<file path="config.mk">
export PLATFORM = sky130hd
export DESIGN_NAME = s3tc_block_texel_decoder
export DESIGN_NICKNAME = d
export VERILOG_FILES = /design/src/hw/rtl/s3tcd_pkg.sv /design/src/hw/rtl/s3tcd_blk_setup.sv /design/src/hw/rtl/s3tcd_texel_gen.sv /design/src/hw/rtl/s3tc_block_texel_decoder.sv
export VERILOG_INCLUDE_DIRS = /design/src /design/src/hw/rtl
export SDC_FILE = /design/constraint.sdc
export NUM_CORES = 2
export LEC_CHECK = 0
export BUFFER_PORTS_ARGS = -buffer_cell sky130_fd_sc_hd__buf_4
export CORE_MARGIN = 5
export CORE_UTILIZATION = 64
export CTS_BUF_LIST = sky130_fd_sc_hd__clkbuf_8
export CTS_CLUSTER_SIZE = 12
export DETAILED_ROUTE_END_ITERATION = 8
export GPL_ROUTABILITY_DRIVEN = 0
export GPL_TIMING_DRIVEN = 0
export PLACE_DENSITY = 0.82
export SLEW_MARGIN = 10
export SYNTH_ARGS = -nofsm -noshare
export SYNTH_HDL_FRONTEND = slang
export SYNTH_SLANG_ARGS = --single-unit
export TNS_END_PERCENT = 50
</file>
<file path="constraint.sdc">
create_clock -name clk -period 19 [get_ports clk]
set_clock_uncertainty 0.1 [all_clocks]
set_input_delay 3.8 -clock clk [delete_from_list [all_inputs] [get_ports clk]]
set_output_delay 3.8 -clock clk [all_outputs]
set_load 0.01 [all_outputs]
</file>
<file path="src/hw/rtl/s3tc_block_texel_decoder_assert.svh">
// ----------------------------------------------------------------------------
// S3TC decoder assertion macros
// Shared concurrent assertion forms used by the decoder's texel generator.
// ----------------------------------------------------------------------------
`ifndef S3TC_BLOCK_TEXEL_DECODER_ASSERT_SVH
`define S3TC_BLOCK_TEXEL_DECODER_ASSERT_SVH

// same-cycle implication, checked outside reset
`define S3TCD_ASSERT_NOW(label, clk, rst_n, ante, cons, msg) \
  label: assert property (@(posedge clk) disable iff (!rst_n) (ante) |-> (cons)) \
    else $error(msg);

// next-cycle implication, checked outside reset
`define S3TCD_ASSERT_NEXT(label, clk, rst_n, ante, cons, msg) \
  label: assert property (@(posedge clk) disable iff (!rst_n) (ante) |=> (cons)) \
    else $error(msg);

`endif

</file>
<file path="src/hw/rtl/s3tcd_pkg.sv">
// ----------------------------------------------------------------------------
// S3TC decoder package
// Types, register indexes and palette arithmetic shared by the decoder.
// ----------------------------------------------------------------------------
package s3tcd_pkg;

  typedef enum logic [1:0] {
    FMT_DXT1 = 2'd0,
    FMT_DXT3 = 2'd1,
    FMT_DXT5 = 2'd2
  } fmt_t;

  localparam logic [1:0] CFG_FORMAT_MODE  = 2'd0;
  localparam logic [1:0] CFG_IMAGE_WIDTH  = 2'd1;
  localparam logic [1:0] CFG_IMAGE_HEIGHT = 2'd2;

  // reciprocal constants for exact floor division over the value ranges used
  localparam int DIV3_SH  = 11;
  localparam int DIV3_MUL = (1 << DIV3_SH) / 3 + 1;
  localparam int DIV5_SH  = 13;
  localparam int DIV5_MUL = (1 << DIV5_SH) / 5 + 1;
  localparam int DIV7_SH  = 14;
  localparam int DIV7_MUL = (1 << DIV7_SH) / 7 + 1;

  typedef struct packed {
    logic [7:0] blue;
    logic [7:0] green;
    logic [7:0] red;
  } color_t;

  // everything the texel stage needs for one block
  typedef struct packed {
    color_t [3:0]      pal;
    logic              three_color;
    fmt_t              mode;
    logic [15:0][1:0]  cidx;
    logic [63:0]       aw;
    logic [7:0][7:0]   atab;
    logic [13:0]       col;
    logic [13:0]       row;
    logic [1:0]        ncols_m1;
    logic [1:0]        nrows_m1;
    logic              empty;
    logic              final_blk;
  } blk_ctx_t;

  // v*255/31 = 8v + floor(7v/31)
  function automatic logic [7:0] expand5(input logic [4:0] v);
    logic [7:0] n;
    logic [2:0] q;
    logic [7:0] r;
    n = {v, 3'b000} - {3'b000, v};
    q = n[7:5];
    r = n - ({q, 5'b00000} - {5'b00000, q});
    if (r >= 8'd31) begin
      q = q + 3'd1;
    end
    return {v, 3'b000} + {5'b00000, q};
  endfunction

  // v*255/63 = 4v + floor(v/21)
  function automatic logic [7:0] expand6(input logic [5:0] v);
    logic [1:0] q;
    if (v >= 6'd63) begin
      q = 2'd3;
    end else if (v >= 6'd42) begin
      q = 2'd2;
    end else if (v >= 6'd21) begin
      q = 2'd1;
    end else begin
      q = 2'd0;
    end
    return {v, 2'b00} + {6'b000000, q};
  endfunction

  function automatic logic [7:0] div3(input logic [9:0] n);
    logic [DIV3_SH+9:0] p;
    p = (DIV3_SH+10)'(n) * (DIV3_SH+10)'(DIV3_MUL);
    return p[DIV3_SH +: 8];
  endfunction

  function automatic logic [7:0] div5(input logic [10:0] n);
    logic [DIV5_SH+10:0] p;
    p = (DIV5_SH+11)'(n) * (DIV5_SH+11)'(DIV5_MUL);
    return p[DIV5_SH +: 8];
  endfunction

  function automatic logic [7:0] div7(input logic [10:0] n);
    logic [DIV7_SH+10:0] p;
    p = (DIV7_SH+11)'(n) * (DIV7_SH+11)'(DIV7_MUL);
    return p[DIV7_SH +: 8];
  endfunction

  // interpolated alpha table, weights are constants per entry
  function automatic logic [7:0][7:0] alpha_table(input logic [7:0] a0,
                                                  input logic [7:0] a1);
    logic [7:0][7:0] t;
    logic [10:0]     s;
    t    = '0;
    t[0] = a0;
    t[1] = a1;
    if (a0 > a1) begin
      for (int i = 1; i < 7; i++) begin
        s = 11'(7 - i) * {3'b000, a0} + 11'(i) * {3'b000, a1};
        t[i+1] = div7(s);
      end
    end else begin
      for (int i = 1; i < 5; i++) begin
        s = 11'(5 - i) * {3'b000, a0} + 11'(i) * {3'b000, a1};
        t[i+1] = div5(s);
      end
      t[6] = 8'h00;
      t[7] = 8'hff;
    end
    return t;
  endfunction

endpackage

</file>
<file path="src/hw/rtl/s3tcd_blk_setup.sv">
// ----------------------------------------------------------------------------
// S3TC block setup
// Builds the color palette, alpha table and clip extent of a held block.
// ----------------------------------------------------------------------------
module s3tcd_blk_setup import s3tcd_pkg::*; (
  input  fmt_t        mode,
  input  logic [15:0] img_w,
  input  logic [15:0] img_h,
  input  logic [63:0] cw,
  input  logic [63:0] aw,
  input  logic [13:0] col,
  input  logic [13:0] row,
  input  logic        final_blk,
  output blk_ctx_t    ctx
);

  logic [15:0]      c0;
  logic [15:0]      c1;
  logic [2:0][7:0]  e0;
  logic [2:0][7:0]  e1;
  logic [2:0][7:0]  m2;
  logic [2:0][7:0]  m3;
  logic             four;
  logic [15:0]      xbase;
  logic [15:0]      ybase;
  logic [15:0]      xrem;
  logic [15:0]      yrem;
  logic             x_out;
  logic             y_out;

  assign c0 = cw[15:0];
  assign c1 = cw[31:16];
  assign four = (mode != FMT_DXT1) || (c0 > c1);

  // channel order blue, green, red
  assign e0[0] = expand5(c0[4:0]);
  assign e0[1] = expand6(c0[10:5]);
  assign e0[2] = expand5(c0[15:11]);
  assign e1[0] = expand5(c1[4:0]);
  assign e1[1] = expand6(c1[10:5]);
  assign e1[2] = expand5(c1[15:11]);

  always_comb begin
    logic [8:0] half;
    for (int ch = 0; ch < 3; ch++) begin
      half = {1'b0, e0[ch]} + {1'b0, e1[ch]};
      if (four) begin
        m2[ch] = div3({1'b0, e0[ch], 1'b0} + {2'b00, e1[ch]});
        m3[ch] = div3({2'b00, e0[ch]} + {1'b0, e1[ch], 1'b0});
      end else begin
        m2[ch] = half[8:1];
        m3[ch] = 8'h00;
      end
    end
  end

  assign xbase = {col, 2'b00};
  assign ybase = {row, 2'b00};
  assign x_out = xbase >= img_w;
  assign y_out = ybase >= img_h;
  assign xrem  = img_w - xbase;
  assign yrem  = img_h - ybase;

  always_comb begin
    ctx.pal[0]      = '{blue: e0[0], green: e0[1], red: e0[2]};
    ctx.pal[1]      = '{blue: e1[0], green: e1[1], red: e1[2]};
    ctx.pal[2]      = '{blue: m2[0], green: m2[1], red: m2[2]};
    ctx.pal[3]      = '{blue: m3[0], green: m3[1], red: m3[2]};
    ctx.three_color = !four;
    ctx.mode        = mode;
    ctx.cidx        = cw[63:32];
    ctx.aw          = aw;
    ctx.atab        = alpha_table(aw[7:0], aw[15:8]);
    ctx.col         = col;
    ctx.row         = row;
    ctx.ncols_m1    = (xrem >= 16'd4) ? 2'd3 : 2'(xrem - 16'd1);
    ctx.nrows_m1    = (yrem >= 16'd4) ? 2'd3 : 2'(yrem - 16'd1);
    ctx.empty       = x_out || y_out;
    ctx.final_blk   = final_blk;
  end

endmodule

</file>
<file path="src/hw/rtl/s3tcd_texel_gen.sv">
// ----------------------------------------------------------------------------
// S3TC texel generator
// Holds one set-up block and emits its in-image texels, one a cycle unless out_stall holds the output word.
// ----------------------------------------------------------------------------
`include "s3tc_block_texel_decoder_assert.svh"

module s3tcd_texel_gen import s3tcd_pkg::*; (
  input  logic        clk,
  input  logic        rst_n,
  input  blk_ctx_t    ld_ctx,
  input  logic        ld_valid,
  output logic        ld_take,
  output logic        out_valid,
  input  logic        out_stall,
  output logic [7:0]  out_blue,
  output logic [7:0]  out_green,
  output logic [7:0]  out_red,
  output logic [7:0]  out_alpha,
  output logic [15:0] out_pixel_x,
  output logic [15:0] out_pixel_y,
  output logic        out_block_last,
  output logic        out_image_last
);

  blk_ctx_t         ctx_r;
  logic             act_r;
  logic             act_nxt;
  logic [1:0]       tx_r;
  logic [1:0]       tx_nxt;
  logic [1:0]       ty_r;
  logic [1:0]       ty_nxt;
  logic             ov_r;
  logic             ov_nxt;
  logic [7:0]       blue_r;
  logic [7:0]       green_r;
  logic [7:0]       red_r;
  logic [7:0]       alpha_r;
  logic [15:0]      px_r;
  logic [15:0]      py_r;
  logic             blast_r;
  logic             ilast_r;

  logic             out_ok;
  logic             step;
  logic             last_tex;
  logic [3:0]       ti;
  logic [1:0]       idx;
  color_t           col_sel;
  logic [7:0]       alpha_sel;
  logic [15:0][3:0] anib;
  logic [15:0][2:0] a3;

  assign out_ok   = !ov_r || !out_stall;
  assign step     = act_r && out_ok;
  assign last_tex = (tx_r == ctx_r.ncols_m1) && (ty_r == ctx_r.nrows_m1);
  // slot frees on the final texel, so the next block follows without a gap
  assign ld_take  = ld_valid && (!act_r || (step && last_tex));

  assign ti      = {ty_r, tx_r};
  assign idx     = ctx_r.cidx[ti];
  assign col_sel = ctx_r.pal[idx];
  assign anib    = ctx_r.aw;
  assign a3      = ctx_r.aw[63:16];

  always_comb begin
    case (ctx_r.mode)
      FMT_DXT3: alpha_sel = {anib[ti], anib[ti]};
      FMT_DXT5: alpha_sel = ctx_r.atab[a3[ti]];
      default: begin
        alpha_sel = (ctx_r.three_color && (idx == 2'd3)) ? 8'h00 : 8'hff;
      end
    endcase
  end

  always_comb begin
    act_nxt = act_r;
    tx_nxt  = tx_r;
    ty_nxt  = ty_r;
    if (ld_take) begin
      act_nxt = !ld_ctx.empty;
      tx_nxt  = 2'd0;
      ty_nxt  = 2'd0;
    end else if (step) begin
      if (last_tex) begin
        act_nxt = 1'b0;
      end
      if (tx_r == ctx_r.ncols_m1) begin
        tx_nxt = 2'd0;
        ty_nxt = ty_r + 2'd1;
      end else begin
        tx_nxt = tx_r + 2'd1;
      end
    end
    ov_nxt = out_ok ? step : ov_r;
  end

  always_ff @(posedge clk) begin
    if (!rst_n) begin
      act_r <= 1'b0;
      tx_r  <= 2'd0;
      ty_r  <= 2'd0;
      ov_r  <= 1'b0;
    end else begin
      act_r <= act_nxt;
      tx_r  <= tx_nxt;
      ty_r  <= ty_nxt;
      ov_r  <= ov_nxt;
    end
  end

  always_ff @(posedge clk) begin
    if (ld_take) begin
      ctx_r <= ld_ctx;
    end
    if (step) begin
      blue_r  <= col_sel.blue;
      green_r <= col_sel.green;
      red_r   <= col_sel.red;
      alpha_r <= alpha_sel;
      px_r    <= {ctx_r.col, tx_r};
      py_r    <= {ctx_r.row, ty_r};
      blast_r <= last_tex;
      ilast_r <= last_tex && ctx_r.final_blk;
    end
  end

  assign out_valid      = ov_r;
  assign out_blue       = blue_r;
  assign out_green      = green_r;
  assign out_red        = red_r;
  assign out_alpha      = alpha_r;
  assign out_pixel_x    = px_r;
  assign out_pixel_y    = py_r;
  assign out_block_last = blast_r;
  assign out_image_last = ilast_r;

  `S3TCD_ASSERT_NOW(a_walk_in_clip, clk, rst_n, act_r, (tx_r <= ctx_r.ncols_m1) && (ty_r <= ctx_r.nrows_m1), "texel walk outside block clip")
  `S3TCD_ASSERT_NEXT(a_empty_no_walk, clk, rst_n, ld_take && ld_ctx.empty, !act_r, "empty block started a walk")
  `S3TCD_ASSERT_NEXT(a_last_frees, clk, rst_n, step && last_tex && !ld_take, !act_r, "slot still busy after last texel")
  `S3TCD_ASSERT_NOW(a_ilast_blast, clk, rst_n, ov_r && ilast_r, blast_r, "image end without block end")

endmodule

</file>
<file path="src/hw/rtl/s3tc_block_texel_decoder.sv">
// ----------------------------------------------------------------------------
// S3TC block texel decoder
// Decodes DXT1/DXT3/DXT5 4x4 blocks into clipped, positioned texels.
// ----------------------------------------------------------------------------
// Usage:
//   in_*   one compressed block per word (color half, alpha half), blocks in
//          raster block order; a word is taken when in_valid is high and
//          in_stall is low.
//   out_*  one texel per word, row-major inside the block, texels outside the
//          image are dropped; block_last / image_last flag the final texel.
//   cfg_*  register writes (format, width, height), always ready; write only
//          while no block is in flight.
//   Path: the first texel of a block passes the input holding register, the
//   texel slot and the output register. Throughput: one texel per cycle while
//   out_stall is low; a full block gives 16 texels, edge blocks give only their
//   in-image texels, and a block fully outside the image gives none. The texel
//   walk over the held block sets this rate.
//   Reset: registers return to DXT1, 4x4 image, block position at origin.
//   Stall: out_stall freezes the output word; the texel walk and then the
//   input holding register fill up and in_stall rises.
// ----------------------------------------------------------------------------
module s3tc_block_texel_decoder import s3tcd_pkg::*; (
  input  logic        clk,
  input  logic        rst_n,
  input  logic        cfg_valid,
  output logic        cfg_ready,
  input  logic [1:0]  cfg_index,
  input  logic [15:0] cfg_data,
  input  logic        in_valid,
  output logic        in_stall,
  input  logic [63:0] in_color_word,
  input  logic [63:0] in_alpha_word,
  output logic        out_valid,
  input  logic        out_stall,
  output logic [7:0]  out_blue,
  output logic [7:0]  out_green,
  output logic [7:0]  out_red,
  output logic [7:0]  out_alpha,
  output logic [15:0] out_pixel_x,
  output logic [15:0] out_pixel_y,
  output logic        out_block_last,
  output logic        out_image_last
);

  logic [1:0]  fmt_r;
  logic [1:0]  fmt_nxt;
  logic [15:0] img_w_r;
  logic [15:0] img_w_nxt;
  logic [15:0] img_h_r;
  logic [15:0] img_h_nxt;
  logic [13:0] pos_col_r;
  logic [13:0] pos_col_nxt;
  logic [13:0] pos_row_r;
  logic [13:0] pos_row_nxt;
  logic        blk_v_r;
  logic        blk_v_nxt;
  logic [63:0] blk_cw_r;
  logic [63:0] blk_aw_r;
  logic [13:0] blk_col_r;
  logic [13:0] blk_row_r;
  logic        blk_final_r;

  fmt_t        mode;
  logic [15:0] w_eff;
  logic [15:0] h_eff;
  logic [16:0] bx_sum;
  logic [16:0] by_sum;
  logic [14:0] bx;
  logic [14:0] by;
  logic [14:0] col_p1;
  logic [14:0] row_p1;
  logic        final_now;
  logic        in_acc;
  logic        cfg_wr;
  logic        ld_take;
  blk_ctx_t    ld_ctx;

  assign cfg_ready = 1'b1;
  assign cfg_wr    = cfg_valid && cfg_ready;

  always_comb begin
    case (fmt_r)
      FMT_DXT3: mode = FMT_DXT3;
      FMT_DXT5: mode = FMT_DXT5;
      default:  mode = FMT_DXT1;
    endcase
  end

  assign w_eff  = (img_w_r == 16'd0) ? 16'd1 : img_w_r;
  assign h_eff  = (img_h_r == 16'd0) ? 16'd1 : img_h_r;
  assign bx_sum = {1'b0, w_eff} + 17'd3;
  assign by_sum = {1'b0, h_eff} + 17'd3;
  assign bx     = bx_sum[16:2];
  assign by     = by_sum[16:2];
  assign col_p1 = {1'b0, pos_col_r} + 15'd1;
  assign row_p1 = {1'b0, pos_row_r} + 15'd1;
  assign final_now = ({1'b0, pos_col_r} == bx - 15'd1) &&
                     ({1'b0, pos_row_r} == by - 15'd1);

  assign in_stall = blk_v_r && !ld_take;
  assign in_acc   = in_valid && !in_stall;

  always_comb begin
    fmt_nxt   = fmt_r;
    img_w_nxt = img_w_r;
    img_h_nxt = img_h_r;
    if (cfg_wr) begin
      case (cfg_index)
        CFG_FORMAT_MODE:  fmt_nxt   = cfg_data[1:0];
        CFG_IMAGE_WIDTH:  img_w_nxt = cfg_data;
        CFG_IMAGE_HEIGHT: img_h_nxt = cfg_data;
        default: ;
      endcase
    end
  end

  // block position steps on every accepted word and wraps at the grid end
  always_comb begin
    pos_col_nxt = pos_col_r;
    pos_row_nxt = pos_row_r;
    if (in_acc) begin
      if (col_p1 >= bx) begin
        pos_col_nxt = 14'd0;
        pos_row_nxt = (row_p1 >= by) ? 14'd0 : row_p1[13:0];
      end else begin
        pos_col_nxt = col_p1[13:0];
      end
    end
    blk_v_nxt = in_acc || (blk_v_r && !ld_take);
  end

  always_ff @(posedge clk) begin
    if (!rst_n) begin
      fmt_r     <= 2'd0;
      img_w_r   <= 16'd4;
      img_h_r   <= 16'd4;
      pos_col_r <= 14'd0;
      pos_row_r <= 14'd0;
      blk_v_r   <= 1'b0;
    end else begin
      fmt_r     <= fmt_nxt;
      img_w_r   <= img_w_nxt;
      img_h_r   <= img_h_nxt;
      pos_col_r <= pos_col_nxt;
      pos_row_r <= pos_row_nxt;
      blk_v_r   <= blk_v_nxt;
    end
  end

  always_ff @(posedge clk) begin
    if (in_acc) begin
      blk_cw_r    <= in_color_word;
      blk_aw_r    <= in_alpha_word;
      blk_col_r   <= pos_col_r;
      blk_row_r   <= pos_row_r;
      blk_final_r <= final_now;
    end
  end

  s3tcd_blk_setup u_setup (
    .mode      (mode),
    .img_w     (w_eff),
    .img_h     (h_eff),
    .cw        (blk_cw_r),
    .aw        (blk_aw_r),
    .col       (blk_col_r),
    .row       (blk_row_r),
    .final_blk (blk_final_r),
    .ctx       (ld_ctx)
  );

  s3tcd_texel_gen u_texel (
    .clk            (clk),
    .rst_n          (rst_n),
    .ld_ctx         (ld_ctx),
    .ld_valid       (blk_v_r),
    .ld_take        (ld_take),
    .out_valid      (out_valid),
    .out_stall      (out_stall),
    .out_blue       (out_blue),
    .out_green      (out_green),
    .out_red        (out_red),
    .out_alpha      (out_alpha),
    .out_pixel_x    (out_pixel_x),
    .out_pixel_y    (out_pixel_y),
    .out_block_last (out_block_last),
    .out_image_last (out_image_last)
  );

endmodule

</file>
==> summary.md <==
| Metric | Value |
|---|---|
| Outcome | finished, final reports clean |
| Clock buffer count from CTS | 89 |
| Worst setup SP type | flop |
| Number of port buffers | 217 |
| Clock latency on the worst-skew pair | 0.75 ns |
| Nets | 7623 |
| Post-DP Area | 63300 um2 |
| Yosys cell types | 97 |
| CP required | 19.37 ns |
| Top FF cell, synth | edfxtp_1 |
| Crit share post-route | 62.2% |
| CP max-delay cell | nor3_1 |
| CTS sink cnt | 568 |
| Largest buffer count on any clock path | 3 |
| Dominant cell type by area after synthesis | ha_1 |
| Max Freq | 84.6 MHz |
| Worst setup startpoint | blk_cw_r[4] |
| Minimum clock period | 11.82 ns |
| Syn_nets | 7306 |
| First-pass GRT wire length | 233000 um |
| Via count | 42675 |
| Pin count of the biggest net entering global routing | 117 |
| Hold_buf cts | 0 |
| Critical R2R Launch | blk_cw_r[4] |
| Layout filler cell count | 6582 |
| Pre-CTS WS | 7.30 ns |
| Most frequent cells after synthesis | ha_1 (1275), inv_1 (842), edfxtp_1 (499) |
| Top post-synthesis cells by area | ha_1 (27%), edfxtp_1 (25%), fa_1 (13%) |
| WL final | 146000 um |
| Post-Syn Instances | 5500 |
| Final Hold Vio Count | 0 |
| Die H | 316 um |
| Worst Path Arrival | 12.19 ns |
| Die W | 316 um |
| Sequential cell area fraction in the yosys report | 27.3% |
| Top cell type's share of synthesized area | 26.7% |
| Synthesized area | 59800 um2 |
| Reg clk slew, reported paths | 0.07 ns |
| Postcts setup bufs | 0 |
| PostCTS Resize Cnt | 0 |
| Vias in the first global route | 44746 |
| Yosys warns | 0 |
| Ys async rst share | 0% |
| Total gr overflow | 0 |
| Clk Tree Root Cell | clkbuf_8 |
| EDFF count, synth | 499 |
| Die area | 99700 um2 |
| RSZ-0062 raised after global routing | false |
| Maxcap violations | 0 |
| I/O pin count | 220 |
| Final TNS setup | 0 ns |
| Hpwl dp | 117000 um |
| GRT Total Usage | 29.4% |
| Yosys reg bits | 568 |
| Critical path endpoint category | flop |
| Avg Cell Area, Syn | 10.9 um2 |
| Area Overhead vs Synth | 8.76% |
| Slew Viols, Final | 0 |
| Initial antenna violation count | 6 |
| Multi-input logic area | 39900 um2 |
| Pre-antenna DRT Iters | 6 |
| Worst-Margin Slew | 1.19 ns |
| H-tree lvl count | 3 |
| Starting density of the core | 64.3% |
| Antenna-violating nets left | 0 |
| Register area | 16400 um2 |
| Worst path most repeated cell | ha_1 |
| Critical hold path startpoint | blk_aw_r[47] |
| # DRC | 0 |
| Vias per std cell | 5.97 |
| Reg2reg setup slack | 7.18 ns |
| Class of the worst hold path | flop to flop |
| Final setup fails | 0 |
| Max transition margin | 20.6% |
| Worst-path fanout max | 8 |
| TritonCTS clock tree | built |
| Setup CP Type | flop to flop |
| 1st-iter DRT viols | 3256 |
| Layout cells sized above 1 | 8.72% |
| Largest stage delay, worst path | 0.60 ns |
| Most common cell in the netlist | ha_1 |
| CORE AREA | 93000 um2 |
| Post-route setup slack | 7.18 ns |
| Drt wl/cell | 20.4 um |
| Row count | 112 |
| Final Instance Area | 65100 um2 |
-- kinds of logic after synthesis --
family,Yosys count,share of synthesized area [%]
AOI/OAI and AO/OA,847,9.29
muxes,121,3.81
DFF,568,27.3
other,1,0.00627
adders and majority gates,1658,39.4
buffers and inverters,953,6.03
xor gates and xnor gates,448,6.59
and+or+nand+nor,904,7.50
-- cells in the final DEF (no fill, tap or decap), types with 17 or more instances in the layout --
cell type  count
inv_1        864
and2_1        23
a31oi_1       19
o21bai_1      55
or3_1         37
nor3_1        84
clkinv_2      17
and3_1        48
edfxtp_1     499
o21ai_0      155
a211oi_1      22
clkinv_1      19
o21a_1        52
clkbuf_1      71
a21o_1        85
xor2_1       163
o211ai_1      18
dfxtp_1       69
ha_1        1275
buf_4        218
a21oi_1      264
fa_1         380
nand2b_1      41
o31ai_1       18
xnor2_1      282
clkbuf_8      92
nand2_1      209
nand3_1       72
a21boi_0      22
mux2i_1       24
mux4_2        84
nor2_1       236
nand4_1       30
nor2b_1       37
-- state kept, by name, indices dropped and copies added, names as in the netlist, 16 cells and up --
signal,cells
img_h_r,16
u_texel.out_pixel_y,16
u_texel.anib,50
img_w_r,16
u_texel.ctx_r,226
blk_cw_r,64
u_texel.out_pixel_x,16
blk_aw_r,64
-- metrics by stage --
step / util, % / instances / hold slack (ns)
CTS: 69.9 / 7146 / 0.311
global route: 70.0 / 7150 / 0.315
global placement: 67.8 / 6971 / 0.301
finish: 70.0 / 7150 / 0.301
detailed placement: 68.0 / 6980 / 0.305
floorplan: - / 5500 / 0.300
-- worst max-delay path, delay by kind of cell (launching register included) --
family,cells,cell delay (ns)
xor+xnor,6,1.43
compound gates,8,1.65
buf+inv,8,1.23
simple gates,12,2.60
flops,1,0.53
mux,2,0.47
fa+ha+maj,9,3.52
-- worst paths after layout --
kind	to	cells after the start
max	u_texel.ctx_r[292]	45
min	u_texel.anib[47]	0
max reg2reg	u_texel.ctx_r[292]	45
min reg2reg	u_texel.anib[47]	0
-- layer usage --
layer | vias to the layer above | global-route usage (%) | wire (um)
met5 | - | 0 | 13
met1 | 20534 | 38.3 | 58600
li1 | 20001 | - | -
met2 | 1750 | 49.5 | 69200
met4 | 2 | 11.3 | 6210
met3 | 388 | 5.18 | 11800
-- area by class of cell --
cell class,count,area share (%)
Multi-Input combinational cell,3979,61.3
Sequential cell,568,25.1
Inverter,845,4.89
Timing Repair Buffer,226,2.85
Tap cell,1254,2.41
Clock buffer,92,1.95
Clock inverter,74,0.805
Buffer,108,0.680
Antenna cell,4,0.0154
Power is left out: the tool's default activity adds up to more than one toggle a clock period on the data nets, which glitch-free logic cannot reach.
